## src/rtl/core/jsu_pkg.sv

```systemverilog
`timescale 1ns / 1ps
// ----------------------------------------------------------------------------
// jsu_pkg
// Types and constants shared by the JSON string unescaper.
// ----------------------------------------------------------------------------
package jsu_pkg;

    // Most result words one input word can cause.
    localparam int MAX_RES = 7;
    localparam int RES_IDX_W = $clog2(MAX_RES);

    localparam logic [7:0] CH_QUOTE  = 8'h22;
    localparam logic [7:0] CH_BSLASH = 8'h5C;
    localparam logic [7:0] CH_U      = 8'h75;
    localparam logic [7:0] CH_SPACE  = 8'h20;

    // Upper six bits of high and low surrogates.
    localparam logic [5:0] SUR_HIGH_TAG = 6'b110110;
    localparam logic [5:0] SUR_LOW_TAG  = 6'b110111;
    localparam logic [20:0] SUPP_BASE   = 21'h10000;

    typedef enum logic [2:0] {
        MODE_NORMAL,
        MODE_ESC,
        MODE_HEX,
        MODE_HELD,
        MODE_HELD_BS,
        MODE_PAIR_HEX
    } t_mode;

    typedef enum logic [1:0] {
        KIND_DATA = 2'd0,
        KIND_END  = 2'd1,
        KIND_ERR  = 2'd2
    } t_kind;

    typedef enum logic [2:0] {
        ERR_UNTERM_STR = 3'd0,
        ERR_UNTERM_ESC = 3'd1,
        ERR_BAD_ESC    = 3'd2,
        ERR_BAD_HEX    = 3'd3,
        ERR_RAW_CTRL   = 3'd4
    } t_err;

    typedef struct packed {
        logic [7:0] data;
        t_kind      kind;
        t_err       code;
    } t_res;

    typedef struct packed {
        logic [2:0]      len;
        logic [3:0][7:0] b;
    } t_utf;

endpackage

```

## src/rtl/core/json_string_unescape_utf8_top.sv

```systemverilog
`timescale 1ns / 1ps
// ----------------------------------------------------------------------------
// json_string_unescape_utf8_top
// JSON string body unescaper that turns escapes into UTF-8 bytes.
// ----------------------------------------------------------------------------
// The slave channel takes one byte of a JSON string body per word, starting
// after the opening quote; tlast marks the last byte of the available text.
// The master channel gives one result word per handshake: a decoded UTF-8
// byte, an end marker for the closing quote, or an error with its code.
// tlast on the master side marks the final result caused by one input word.
// An input word that causes no result (a backslash, a leading hex digit) is simply
// absorbed.
// An input word that is accepted is held in the input register; once the
// result list is free, its results are computed and loaded into the result
// list, and the first result is offered on the master side from there.
// Throughput: one input word per cycle while each word gives at most one
// result and the receiver is ready. A word that gives several results holds
// the result list until the single master port has passed them all on; the
// input register still takes one more word meanwhile.
// Reset clears both stages and the decoder state, so the first byte after
// reset is read as a plain string body byte. When the receiver stalls, the
// current result stays on the master port and the input side fills and
// then drops tready.
// ----------------------------------------------------------------------------
module json_string_unescape_utf8_top
    import jsu_pkg::*;
(
    input  logic        i_clk,
    input  logic        i_rst_n,
    input  logic        s_axis_tvalid,
    output logic        s_axis_tready,
    input  logic [7:0]  s_axis_tdata,   // [7:0] text_byte
    input  logic        s_axis_tlast,   // text_ends
    output logic        m_axis_tvalid,
    input  logic        m_axis_tready,
    output logic [15:0] m_axis_tdata,   // [7:0] out_byte, [10:8] error_code, rest zero
    output logic [1:0]  m_axis_tuser,   // [1:0] kind
    output logic        m_axis_tlast    // last
);

    // UTF-8 form of a code point, one to four bytes.
    function automatic t_utf enc_utf8(input logic [20:0] cp);
        t_utf u;
        u = '0;
        if (cp < 21'h80) begin
            u.len  = 3'd1;
            u.b[0] = cp[7:0];
        end else if (cp < 21'h800) begin
            u.len  = 3'd2;
            u.b[0] = {3'b110, cp[10:6]};
            u.b[1] = {2'b10, cp[5:0]};
        end else if (cp < 21'h10000) begin
            u.len  = 3'd3;
            u.b[0] = {4'b1110, cp[15:12]};
            u.b[1] = {2'b10, cp[11:6]};
            u.b[2] = {2'b10, cp[5:0]};
        end else begin
            u.len  = 3'd4;
            u.b[0] = {5'b11110, cp[20:18]};
            u.b[1] = {2'b10, cp[17:12]};
            u.b[2] = {2'b10, cp[11:6]};
            u.b[3] = {2'b10, cp[5:0]};
        end
        return u;
    endfunction

    // Input register.
    logic        r_in_valid;
    logic [7:0]  r_in_byte;
    logic        r_in_ends;

    // Decoder state.
    t_mode       r_mode, n_mode;
    logic [15:0] r_acc, n_acc;
    logic [1:0]  r_hcnt, n_hcnt;
    logic [15:0] r_held, n_held;

    // Result list.
    logic                 r_lv;
    t_res                 r_list [MAX_RES];
    logic [RES_IDX_W-1:0] r_lidx;
    logic [RES_IDX_W-1:0] r_lcnt;

    // Step results before the end-of-text check.
    t_mode       s_mode;
    logic [15:0] s_acc;
    logic [1:0]  s_hcnt;
    logic [15:0] s_held;
    logic        s_fin;
    logic        s_clear;

    // Byte classification.
    logic        ch_quote, ch_bslash, ch_ctrl, ch_u;
    logic        hex_ok;
    logic [3:0]  hex_d;
    logic [15:0] acc_new;
    logic        acc_high, acc_low, last_digit;
    logic [20:0] pair_cp;
    logic        esc_ok;
    logic [7:0]  esc_byte;
    t_res        body_res, esc_res;

    // Result list assembly.
    logic                 rel_a, b_single_v, b_utf_v, c_err, rel_c;
    t_res                 b_single;
    logic [20:0]          b_cp;
    t_err                 c_code;
    t_utf                 utf_b, sur_a, sur_c;
    t_res                 n_list [MAX_RES];
    logic [RES_IDX_W-1:0] n_lcnt;

    // Handshake control.
    logic pop, list_done, can_adv, adv;

    assign pop       = r_lv && m_axis_tready;
    assign list_done = pop && (r_lidx == r_lcnt - RES_IDX_W'(1));
    assign can_adv   = !r_lv || list_done;
    assign adv       = r_in_valid && can_adv;
    assign s_axis_tready = !r_in_valid || can_adv;

    // ------------------------------------------------------------------
    // Byte classification
    // ------------------------------------------------------------------
    assign ch_quote  = (r_in_byte == CH_QUOTE);
    assign ch_bslash = (r_in_byte == CH_BSLASH);
    assign ch_ctrl   = (r_in_byte < CH_SPACE);
    assign ch_u      = (r_in_byte == CH_U);

    always_comb begin
        hex_ok = 1'b1;
        hex_d  = r_in_byte[3:0];
        if (r_in_byte >= 8'h30 && r_in_byte <= 8'h39) begin
            hex_d = r_in_byte[3:0];
        end else if ((r_in_byte >= 8'h61 && r_in_byte <= 8'h66) ||
                     (r_in_byte >= 8'h41 && r_in_byte <= 8'h46)) begin
            hex_d = r_in_byte[3:0] + 4'd9;
        end else begin
            hex_ok = 1'b0;
        end
    end

    always_comb begin
        esc_ok   = 1'b1;
        esc_byte = r_in_byte;
        unique case (r_in_byte)
            8'h22:   esc_byte = 8'h22;
            8'h5C:   esc_byte = 8'h5C;
            8'h2F:   esc_byte = 8'h2F;
            8'h62:   esc_byte = 8'h08;
            8'h66:   esc_byte = 8'h0C;
            8'h6E:   esc_byte = 8'h0A;
            8'h72:   esc_byte = 8'h0D;
            8'h74:   esc_byte = 8'h09;
            default: esc_ok   = 1'b0;
        endcase
    end

    assign acc_new    = {r_acc[11:0], hex_d};
    assign acc_high   = (acc_new[15:10] == SUR_HIGH_TAG);
    assign acc_low    = (acc_new[15:10] == SUR_LOW_TAG);
    assign last_digit = (r_hcnt == 2'd3);
    assign pair_cp    = SUPP_BASE + {1'b0, r_held[9:0], acc_new[9:0]};

    always_comb begin
        if (ch_quote) begin
            body_res = '{data: 8'h00, kind: KIND_END, code: ERR_UNTERM_STR};
        end else if (ch_ctrl) begin
            body_res = '{data: 8'h00, kind: KIND_ERR, code: ERR_RAW_CTRL};
        end else begin
            body_res = '{data: r_in_byte, kind: KIND_DATA, code: ERR_UNTERM_STR};
        end
        if (esc_ok) begin
            esc_res = '{data: esc_byte, kind: KIND_DATA, code: ERR_UNTERM_STR};
        end else begin
            esc_res = '{data: 8'h00, kind: KIND_ERR, code: ERR_BAD_ESC};
        end
    end

    // ------------------------------------------------------------------
    // Next state
    // ------------------------------------------------------------------
    always_comb begin
        s_mode  = r_mode;
        s_acc   = r_acc;
        s_hcnt  = r_hcnt;
        s_held  = r_held;
        s_fin   = 1'b0;
        s_clear = 1'b0;
        unique case (r_mode)
            MODE_ESC: begin
                s_mode = MODE_NORMAL;
                if (ch_u) begin
                    s_mode = MODE_HEX;
                    s_acc  = '0;
                    s_hcnt = '0;
                end else if (!esc_ok) begin
                    s_clear = 1'b1;
                    s_fin   = 1'b1;
                end
            end
            MODE_HEX, MODE_PAIR_HEX: begin
                if (!hex_ok) begin
                    s_clear = 1'b1;
                    s_fin   = 1'b1;
                end else if (!last_digit) begin
                    s_acc  = acc_new;
                    s_hcnt = r_hcnt + 2'd1;
                end else begin
                    s_acc  = '0;
                    s_hcnt = '0;
                    if (r_mode == MODE_PAIR_HEX && acc_low) begin
                        s_held = '0;
                        s_mode = MODE_NORMAL;
                    end else if (acc_high) begin
                        s_held = acc_new;
                        s_mode = MODE_HELD;
                    end else begin
                        s_held = '0;
                        s_mode = MODE_NORMAL;
                    end
                end
            end
            MODE_HELD: begin
                if (ch_bslash) begin
                    s_mode = MODE_HELD_BS;
                end else begin
                    s_held = '0;
                    s_mode = MODE_NORMAL;
                    if (ch_quote || ch_ctrl) begin
                        s_clear = 1'b1;
                        s_fin   = 1'b1;
                    end
                end
            end
            MODE_HELD_BS: begin
                if (ch_u) begin
                    s_mode = MODE_PAIR_HEX;
                    s_acc  = '0;
                    s_hcnt = '0;
                end else begin
                    s_held = '0;
                    s_mode = MODE_NORMAL;
                    if (!esc_ok) begin
                        s_clear = 1'b1;
                        s_fin   = 1'b1;
                    end
                end
            end
            default: begin
                s_mode = MODE_NORMAL;
                if (ch_quote || ch_ctrl) begin
                    s_clear = 1'b1;
                    s_fin   = 1'b1;
                end else if (ch_bslash) begin
                    s_mode = MODE_ESC;
                end
            end
        endcase

        // End of text with the string still open closes it with an error.
        if (s_clear || (r_in_ends && !s_fin)) begin
            n_mode = MODE_NORMAL;
            n_acc  = '0;
            n_hcnt = '0;
            n_held = '0;
        end else begin
            n_mode = s_mode;
            n_acc  = s_acc;
            n_hcnt = s_hcnt;
            n_held = s_held;
        end
    end

    // ------------------------------------------------------------------
    // Results: released surrogate, main result, end-of-text error
    // ------------------------------------------------------------------
    always_comb begin
        rel_a      = 1'b0;
        b_single_v = 1'b0;
        b_single   = body_res;
        b_utf_v    = 1'b0;
        b_cp       = {5'd0, acc_new};
        unique case (r_mode)
            MODE_ESC: begin
                b_single_v = !ch_u;
                b_single   = esc_res;
            end
            MODE_HEX, MODE_PAIR_HEX: begin
                if (!hex_ok) begin
                    rel_a      = (r_mode == MODE_PAIR_HEX);
                    b_single_v = 1'b1;
                    b_single   = '{data: 8'h00, kind: KIND_ERR, code: ERR_BAD_HEX};
                end else if (last_digit) begin
                    if (r_mode == MODE_PAIR_HEX && acc_low) begin
                        b_utf_v = 1'b1;
                        b_cp    = pair_cp;
                    end else begin
                        rel_a   = (r_mode == MODE_PAIR_HEX);
                        b_utf_v = !acc_high;
                    end
                end
            end
            MODE_HELD: begin
                rel_a      = !ch_bslash;
                b_single_v = !ch_bslash;
            end
            MODE_HELD_BS: begin
                rel_a      = !ch_u;
                b_single_v = !ch_u;
                b_single   = esc_res;
            end
            default: begin
                b_single_v = !ch_bslash;
            end
        endcase

        c_err  = r_in_ends && !s_fin;
        rel_c  = c_err && (s_mode == MODE_HELD || s_mode == MODE_HELD_BS ||
                           s_mode == MODE_PAIR_HEX);
        unique case (s_mode)
            MODE_ESC, MODE_HELD_BS: c_code = ERR_UNTERM_ESC;
            MODE_HEX, MODE_PAIR_HEX: c_code = ERR_BAD_HEX;
            default:                c_code = ERR_UNTERM_STR;
        endcase
    end

    assign utf_b = enc_utf8(b_cp);
    assign sur_a = enc_utf8({5'd0, r_held});
    assign sur_c = enc_utf8({5'd0, s_held});

    // Packs the three segments into the list in order.
    always_comb begin
        logic [RES_IDX_W-1:0] k;
        k = '0;
        for (int i = 0; i < MAX_RES; i++) begin
            n_list[i] = '{data: 8'h00, kind: KIND_DATA, code: ERR_UNTERM_STR};
        end
        if (rel_a) begin
            for (int j = 0; j < 3; j++) begin
                n_list[k] = '{data: sur_a.b[j], kind: KIND_DATA, code: ERR_UNTERM_STR};
                k = k + RES_IDX_W'(1);
            end
        end
        if (b_single_v) begin
            n_list[k] = b_single;
            k = k + RES_IDX_W'(1);
        end
        if (b_utf_v) begin
            for (int j = 0; j < 4; j++) begin
                if (3'(j) < utf_b.len) begin
                    n_list[k] = '{data: utf_b.b[j], kind: KIND_DATA,
                                  code: ERR_UNTERM_STR};
                    k = k + RES_IDX_W'(1);
                end
            end
        end
        if (rel_c) begin
            for (int j = 0; j < 3; j++) begin
                n_list[k] = '{data: sur_c.b[j], kind: KIND_DATA, code: ERR_UNTERM_STR};
                k = k + RES_IDX_W'(1);
            end
        end
        if (c_err) begin
            n_list[k] = '{data: 8'h00, kind: KIND_ERR, code: c_code};
            k = k + RES_IDX_W'(1);
        end
        n_lcnt = k;
    end

    // ------------------------------------------------------------------
    // Registers
    // ------------------------------------------------------------------
    always_ff @(posedge i_clk) begin
        if (!i_rst_n) begin
            r_in_valid <= 1'b0;
            r_lv       <= 1'b0;
            r_lidx     <= '0;
            r_lcnt     <= '0;
            r_mode     <= MODE_NORMAL;
            r_acc      <= '0;
            r_hcnt     <= '0;
            r_held     <= '0;
        end else begin
            if (s_axis_tready) begin
                r_in_valid <= s_axis_tvalid;
            end
            if (adv) begin
                r_mode <= n_mode;
                r_acc  <= n_acc;
                r_hcnt <= n_hcnt;
                r_held <= n_held;
            end
            if (adv && n_lcnt != '0) begin
                r_lv   <= 1'b1;
                r_lidx <= '0;
                r_lcnt <= n_lcnt;
            end else if (list_done) begin
                r_lv <= 1'b0;
            end else if (pop) begin
                r_lidx <= r_lidx + RES_IDX_W'(1);
            end
        end
    end

    always_ff @(posedge i_clk) begin
        if (s_axis_tready && s_axis_tvalid) begin
            r_in_byte <= s_axis_tdata;
            r_in_ends <= s_axis_tlast;
        end
        if (adv && n_lcnt != '0) begin
            r_list <= n_list;
        end
    end

    // ------------------------------------------------------------------
    // Master side
    // ------------------------------------------------------------------
    t_res cur;
    assign cur           = r_list[r_lidx];
    assign m_axis_tvalid = r_lv;
    assign m_axis_tdata  = {5'd0, cur.code, cur.data};
    assign m_axis_tuser  = cur.kind;
    assign m_axis_tlast  = (r_lidx == r_lcnt - RES_IDX_W'(1));

`ifndef ASSERT_OFF
    a_idx_in_range: assert property (@(posedge i_clk) disable iff (!i_rst_n)
        r_lv |-> (r_lcnt != '0 && r_lidx < r_lcnt))
        else $error("result index outside the loaded list");

    a_list_restarts: assert property (@(posedge i_clk) disable iff (!i_rst_n)
        (m_axis_tvalid && m_axis_tready && m_axis_tlast) |=>
            (!m_axis_tvalid || r_lidx == '0))
        else $error("new result list does not start at its first entry");

    a_held_is_high: assert property (@(posedge i_clk) disable iff (!i_rst_n)
        (r_mode == MODE_HELD || r_mode == MODE_HELD_BS || r_mode == MODE_PAIR_HEX)
            |-> (r_held[15:10] == SUR_HIGH_TAG))
        else $error("held value is not a high surrogate");

    a_stage_advance: assert property (@(posedge i_clk) disable iff (!i_rst_n)
        (r_in_valid && !can_adv) |=> r_in_valid)
        else $error("waiting input word was lost");
`endif

endmodule

```

## config.mk

```make
export PLATFORM = sky130hd
export DESIGN_NAME = json_string_unescape_utf8_top
export DESIGN_NICKNAME = d
export VERILOG_FILES = /design/src/rtl/core/jsu_pkg.sv /design/src/rtl/core/json_string_unescape_utf8_top.sv
export SDC_FILE = /design/constraint.sdc
export NUM_CORES = 1
export LEC_CHECK = 0
export BUFFER_PORTS_ARGS = -buffer_cell sky130_fd_sc_hd__buf_2
export CAP_MARGIN = 20
export CORE_UTILIZATION = 30
export DETAILED_ROUTE_END_ITERATION = 10
export REMOVE_ABC_BUFFERS = 1
export SYNTH_ARGS = -nofsm -noshare
export SYNTH_HDL_FRONTEND = slang
export SYNTH_SLANG_ARGS = --single-unit
```

## constraint.sdc

```tcl
create_clock -name i_clk -period 8.2 [get_ports i_clk]
set_input_delay 1.23 -clock i_clk [delete_from_list [all_inputs] [get_ports i_clk]]
set_output_delay 1.23 -clock i_clk [all_outputs]
set_load 0.005 [all_outputs]
```

==> results of run 1 <==
[cell usage in the layout, fill, tap and decap left out, drive strengths merged, types with 14 or more instances in the layout]
cell	Yosys	layout
a211oi	69	69
a21oi	143	143
a221oi	48	48
a22o	14	14
a22oi	35	35
a31oi	24	24
and2	24	24
and3	18	18
buf	33	115
clkbuf	108	19
dfxtp	41	41
edfxtp	90	90
ha	22	22
inv	27	37
mux2i	22	22
nand2	108	108
nand3	62	62
nand4	14	14
nor2	166	166
nor3	84	84
o211ai	21	21
o21ai	97	97
o221ai	15	15
o22ai	31	31
or3	18	18
xnor2	14	14
[Yosys cell counts (18+ instances only)]
cell type	instances
nor2_1	166
a21oi_1	143
clkbuf_1	108
nand2_1	108
edfxtp_1	90
o21ai_0	85
nor3_1	81
a211oi_1	66
nand3_1	61
a221oi_1	48
dfxtp_1	41
a22oi_1	35
o22ai_1	31
and2_1	24
a31oi_1	23
inv_1	23
ha_1	22
mux2i_1	22
o211ai_1	21
and3_1	18
[logic make-up after synthesis]
logic type               after synthesis  synth area share, %
AO/OA/AOI/OAI                        637                 35.8
XOR/XNOR                              18                 1.27
adder cells (fa/ha/maj)               22                 2.22
buffers and inverters                171                 5.51
flip-flops                           131                 28.5
multiplexers                          36                 4.05
other                                  1               0.0303
AND/OR/NAND/NOR                      567                 22.7
[flip-flops by register name, summed over array words and instances (netlist names)]
signal / cells
r_in_valid: 1
r_list: 81
r_lcnt: 3
r_acc: 12
m_axis_tvalid: 1
r_lidx: 3
r_in_byte: 8
r_mode: 3
r_held: 16
r_hcnt: 2
r_in_ends: 1
[worst max-delay path by stage]
stage                       from          to  slack (ns)  cells after the start
global route        r_in_byte[0]  r_list[40]        0.05                     28
finish              r_in_byte[0]  r_list[86]        0.48                     30
global placement    r_in_byte[0]  r_list[57]        0.63                     31
floorplan           r_in_byte[0]  r_list[45]       -0.55                     28
CTS                 r_in_byte[0]  r_list[57]        0.45                     31
detailed placement  r_in_byte[0]  r_list[57]        0.47                     31
[cell type report]
type | instances | area, µm²
fill | 4292 | 26800
multi-input combinational | 1285 | 8230
sequential | 131 | 3520
timing repair buffer | 117 | 822
tap | 532 | 666
clock buffer | 17 | 425
clock inverter | 15 | 135
inverter | 30 | 114
[per-stage QoR]
| step | std cells | hold WS (ns) | instance area, µm² | util [%] |
|---|---|---|---|---|
| floorplan | 1446 | 0.441 | 11800 | - |
| global placement | 2089 | 0.466 | 13300 | 32.6 |
| detailed placement | 2091 | 0.464 | 13300 | 32.6 |
| CTS | 2123 | 0.475 | 13900 | 34.0 |
| global route | 2127 | 0.491 | 13900 | 34.2 |
| finish | 2127 | 0.475 | 13900 | 34.2 |
[report_power, final]
part           switching [mW]  internal, mW  leakage (nW)
combinational           0.119        0.0540          3.05
sequential             0.0167         0.726          1.24
clock                   0.356         0.400         0.274
total                   0.491          1.18          4.56
[timing repair]
item	CTS	global route
hold buffers	0	0
resized for setup	0	3
setup buffers	0	0
endpoints found under the hold margin	0	0
setup endpoints to repair	0	88
[critical path, delay by kind of cell (launching register included)]
family	cells	cell delay, ns
XOR/XNOR	2	0.43
adder cells (fa/ha/maj)	5	1.55
flip-flops	1	0.51
AO/OA/AOI/OAI	14	3.35
AND/OR/NAND/NOR	5	0.89
buffers and inverters	4	0.79
[metal layers]
metal  up-vias  share of wire (%)  wire length, µm
met5         -                  0                0
met4         0                6.3             3980
met3       202                 11             6680
met2      1017                 43            26800
met1      6911                 40            25100
li1       6193                  -                -
==> results.md, run 1 <==
- Synth area leaders: edfxtp_1 (22%), dfxtp_1 (6.6%), a21oi_1 (5.8%)
- Overall Power: 1.67 mW
- Cell mode on critical path: ha_1
- Syn_area_per_cell: 7.82 µm²
- FF-to-FF path depth: 30
- HPWL after detailed placement: 45.8 mm
- Met2 GRT Util: 43.6%
- TritonRoute pass-1 iters: 7
- Syn Inst Count: 1583
- Met1 GRT Util: 39.6%
- Max-Cap Viols: 0
- GR Util met3: 6.28%
- Largest net degree at the start of global routing: 82
- Hold Path Depth: 2
- Die X: 205 µm
- Worst hold-check path type: reg2reg
- Num CTS Buffers: 17
- Initial DRC Count: 2488
- Total Routing Usage GR: 29.6%
- Total congestion overflow: 0
- Nets: 1617
- HP Start: r_lcnt[1]
- CP Capture Type: register
- Total negative setup slack: 0 ns
- Vias in the first global route: 12.8k
- Post-synth EDFFs: 90
- Slew headroom: 13.8%
- End of the worst hold path: r_lcnt[1]
- Post-synth top flop: edfxtp_1
- Worst Path Required: 8.47 ns
- # port buffers: 28
- # DRC: 0
- Starting Density: 30.4%
- Dpl ws: 0.468 ns
- Status: finished, final reports clean
- Netlist Area Pre-Place: 12400 µm²
- Yosys warnings: 0
- CTS HTree Levels: 4
- Via count: 14.3k
- N_diodes: 0
- Worst vdd ir: 0.000112 V
- CP Class: reg2reg
- Root buf cell: clkbuf_16
- Leakage: 4.56 nW
- RR Endpoint: r_list[86]
- Yosys cell types: 93
- Clock-pin slew on the worst setup and hold paths: 0.07 ns
- Cell taking the most area after synthesis: edfxtp_1
- Area Overhead vs Synth: 12.4%
- Worst setup margin: 0.481 ns
- Area share of the largest cell type after synthesis: 21.8%
- CP Data Arrival Time: 7.99 ns
- Die Ht: 205 µm
- Avg Vias per Cell: 6.73
- Core region area: 40700 µm²
- Std cell rows: 74
- Max Freq: 130 MHz
- GRT busiest layer: met2
- Clock Latency Late Sink: 0.47 ns
- Layout Skew: 0.0144 ns
- Critical Path Max Stage Delay: 0.54 ns
- Worst-Margin Slew: 1.29 ns
- RSZ-0062 raised after global routing: no
- TritonCTS clock tree: built
- First-pass GRT wire length: 90.0 mm
- Setup slack, reg-to-reg: 0.48 ns
- CTS sink count: 131
- Share of layout cells above drive strength 1: 13.0%
- Final setup fails: 0
- Post-synthesis async set-or-reset flop share: 0%
- Endpoints failing hold: 0
- Pwr Density: 120 nW/µm²
- Yosys reg bits: 131
- Top-level I/O count: 34
- Clock Path Buffers: 2
- Crit-path slowest cell: o31ai_4
- Crit path max fanout: 11
- Pins Over Slew Limit: 0
- DRT antenna net count: 0
- Die area: 42100 µm²
- Worst Setup Start Kind: register
- Tmin final: 7.72 ns
- WL/cell: 29.4 µm
- Register area share after synthesis: 28.5%
- RePlAce Congestion: 1.05
- Initial antenna violation count: 0
- Crit share post-route: 94.1%
- Drt total wl: 62.6 mm
- RR Startpoint: r_in_byte[0]
Note: power is estimated with default switching activity, not from simulation.
==> run 2, diff against run 1 <==
--- a/config.mk
+++ b/config.mk
@@ -9,7 +9,10 @@
 export CAP_MARGIN = 20
 export CORE_UTILIZATION = 30
 export DETAILED_ROUTE_END_ITERATION = 10
+export MAX_ROUTING_LAYER = met4
 export REMOVE_ABC_BUFFERS = 1
+export SKIP_LAST_GASP = 1
+export SLEW_MARGIN = 20
 export SYNTH_ARGS = -nofsm -noshare
 export SYNTH_HDL_FRONTEND = slang
 export SYNTH_SLANG_ARGS = --single-unit
==> run 2 against run 1 <==
Sequential power is essentially flat. Clock skew fell by 0.0020 ns. Clock-buffer cell count grew 1. Clock power grew 4.2%. Die area unchanged. Register-to-register slack improved by 0.03 ns. Critical path type unchanged. Critical endpoint is now r_list[87]. Largest cell class unchanged.
==> results.md, run 2 (synthesis results as in run 1) <==
- Status: finished, final reports clean
- Num CTS Buffers: 17
- RSZ-0062 raised after global routing: no
- Top Registers: r_list x81, r_held x16, r_acc x12
- Leakage: 4.55 nW
- Top-level I/O count: 34
- First-pass GRT wire length: 93.3 mm
- Core region area: 40700 µm²
- Worst vdd ir: 0.0000972 V
- CTS sink count: 131
- Clock Path Buffers: 2
- Via count: 14.2k
- Largest net degree at the start of global routing: 51
- Endpoints failing hold: 0
- Crit-path slowest cell: a211oi_2
- Die X: 205 µm
- WL/cell: 30.5 µm
- Share of layout cells above drive strength 1: 13.1%
- Slew headroom: 13.7%
- Total congestion overflow: 0
- Clock Latency Late Sink: 0.47 ns
- Combinational share of power: 10.1%
- Area Overhead vs Synth: 12.5%
- Hold Slack: 0.485 ns
- Switching Share: 27.9%
- Reg power frac: 43.6%
- Most frequent cells in the layout: nor2_1 (165), a21oi_1 (143), nand2_1 (108)
- Clock power frac: 46.3%
- Die area: 42100 µm²
- Overall Power: 1.70 mW
- Tmin final: 7.69 ns
- Critical Path Max Stage Delay: 0.64 ns
- Root buf cell: clkbuf_16
- Drt total wl: 64.9 mm
- Std cell rows: 74
- Max FFs per register: 81
- Starting Density: 30.4%
- Initial DRC Count: 2056
- Worst-Margin Slew: 1.29 ns
- Pwr Density: 122 nW/µm²
- TritonCTS clock tree: built
- Internal power: 1.23 mW
- Worst Setup Start Kind: register
- DRT antenna net count: 0
- HPWL after detailed placement: 47.9 mm
- Total Routing Usage GR: 31.8%
- Crit path max fanout: 9
- # DRC: 0
- Avg Vias per Cell: 6.69
- Worst hold-check path type: reg2reg
- # port buffers: 28
- Initial antenna violation count: 5
- Final setup fails: 0
- CP Data Arrival Time: 7.86 ns
- Biggest register: r_list
- Critical path's top delay family: compound AO/OA/AOI/OAI gates
- CP Class: reg2reg
- Hold bufs inserted after CTS: 0
- RePlAce Congestion: 1.06
- Psw: 0.474 mW
- Cell mode on critical path: ha_1
- Nets: 1615
- CTS HTree Levels: 4
- Crit share post-route: 93.7%
- Vias in the first global route: 13.1k
- Die Ht: 205 µm
- Max Freq: 130 MHz
- TritonRoute pass-1 iters: 6
- Layout Skew: 0.0124 ns
- Worst path bufs/invs: 4
- Total negative setup slack: 0 ns
- Pins Over Slew Limit: 0
- Max-Cap Viols: 0
- CP Capture Type: register
- Clock-pin slew on the worst setup and hold paths: 0.07 ns
- Commonest non-fill, non-tap cell in the layout: nor2_1
- Worst Path Required: 8.37 ns
- Setup Buffers After CTS: 0
## run 2: layer usage
metal,vias up,wire length [µm],track usage [%]
li1,6202,-,-
met5,-,0,-
met1,6883,26300,41.0
met2,947,27900,46.0
met4,0,3800,16.8
met3,207,6840,7.10
## run 2: timing repair
| item | in CTS | in global routing |
|---|---|---|
| endpoints found under the hold margin | 0 | 0 |
| gates resized for setup | 0 | 6 |
| endpoints found under the setup margin | 0 | 49 |
## run 2: worst reg2reg max path: cells and delay by family, from the launching register on
kind	cells	cell delay, ns
flops	1	0.51
fa+ha+maj	5	1.69
xor+xnor	1	0.34
buf+inv	4	0.62
compound gates	12	3.27
simple gates	6	0.98
## run 2: area by class of cell
cell class,instances,area (µm²)
fill,4315,26800
multi-input combinational,1285,8240
sequential,131,3520
timing repair buffer,115,791
tap,532,666
clock buffer,18,429
clock inverter,14,155
inverter,30,118
antenna,4,10.0
## run 2: metrics by stage
| step | instances | instance area [µm²] | setup slack (ns) | util (%) |
|---|---|---|---|---|
| 6_report | 2129 | 13900 | 0.514 | 34.2 |
| 5_1_grt | 2129 | 13900 | 0.0130 | 34.2 |
| 4_1_cts | 2123 | 13900 | 0.221 | 34.1 |
| 3_5_place_dp | 2091 | 13300 | 0.258 | 32.6 |
| 3_3_place_gp | 2089 | 13300 | 0.425 | 32.6 |
| 2_1_floorplan | 1446 | 11800 | -0.552 | - |
## run 2: power by group through the flow
stage,registers (mW),logic [mW],clock network (mW)
4_1_cts,0.742,0.166,0.799
3_5_place_dp,0.756,0.166,0
3_3_place_gp,0.756,0.165,0
2_1_floorplan,0.751,0.0896,0
6_report,0.742,0.172,0.788
5_1_grt,0.744,0.181,0.820
## run 2: final timing paths
path                            slack [ns]         end    startpoint  cells after the start
worst max-delay path                  0.51  r_list[87]  r_in_byte[0]                     28
worst min-delay path                  0.49   r_lcnt[1]     r_lcnt[1]                      2
worst max register to register        0.51  r_list[87]  r_in_byte[0]                     28
worst min register to register        0.49   r_lcnt[1]     r_lcnt[1]                      2
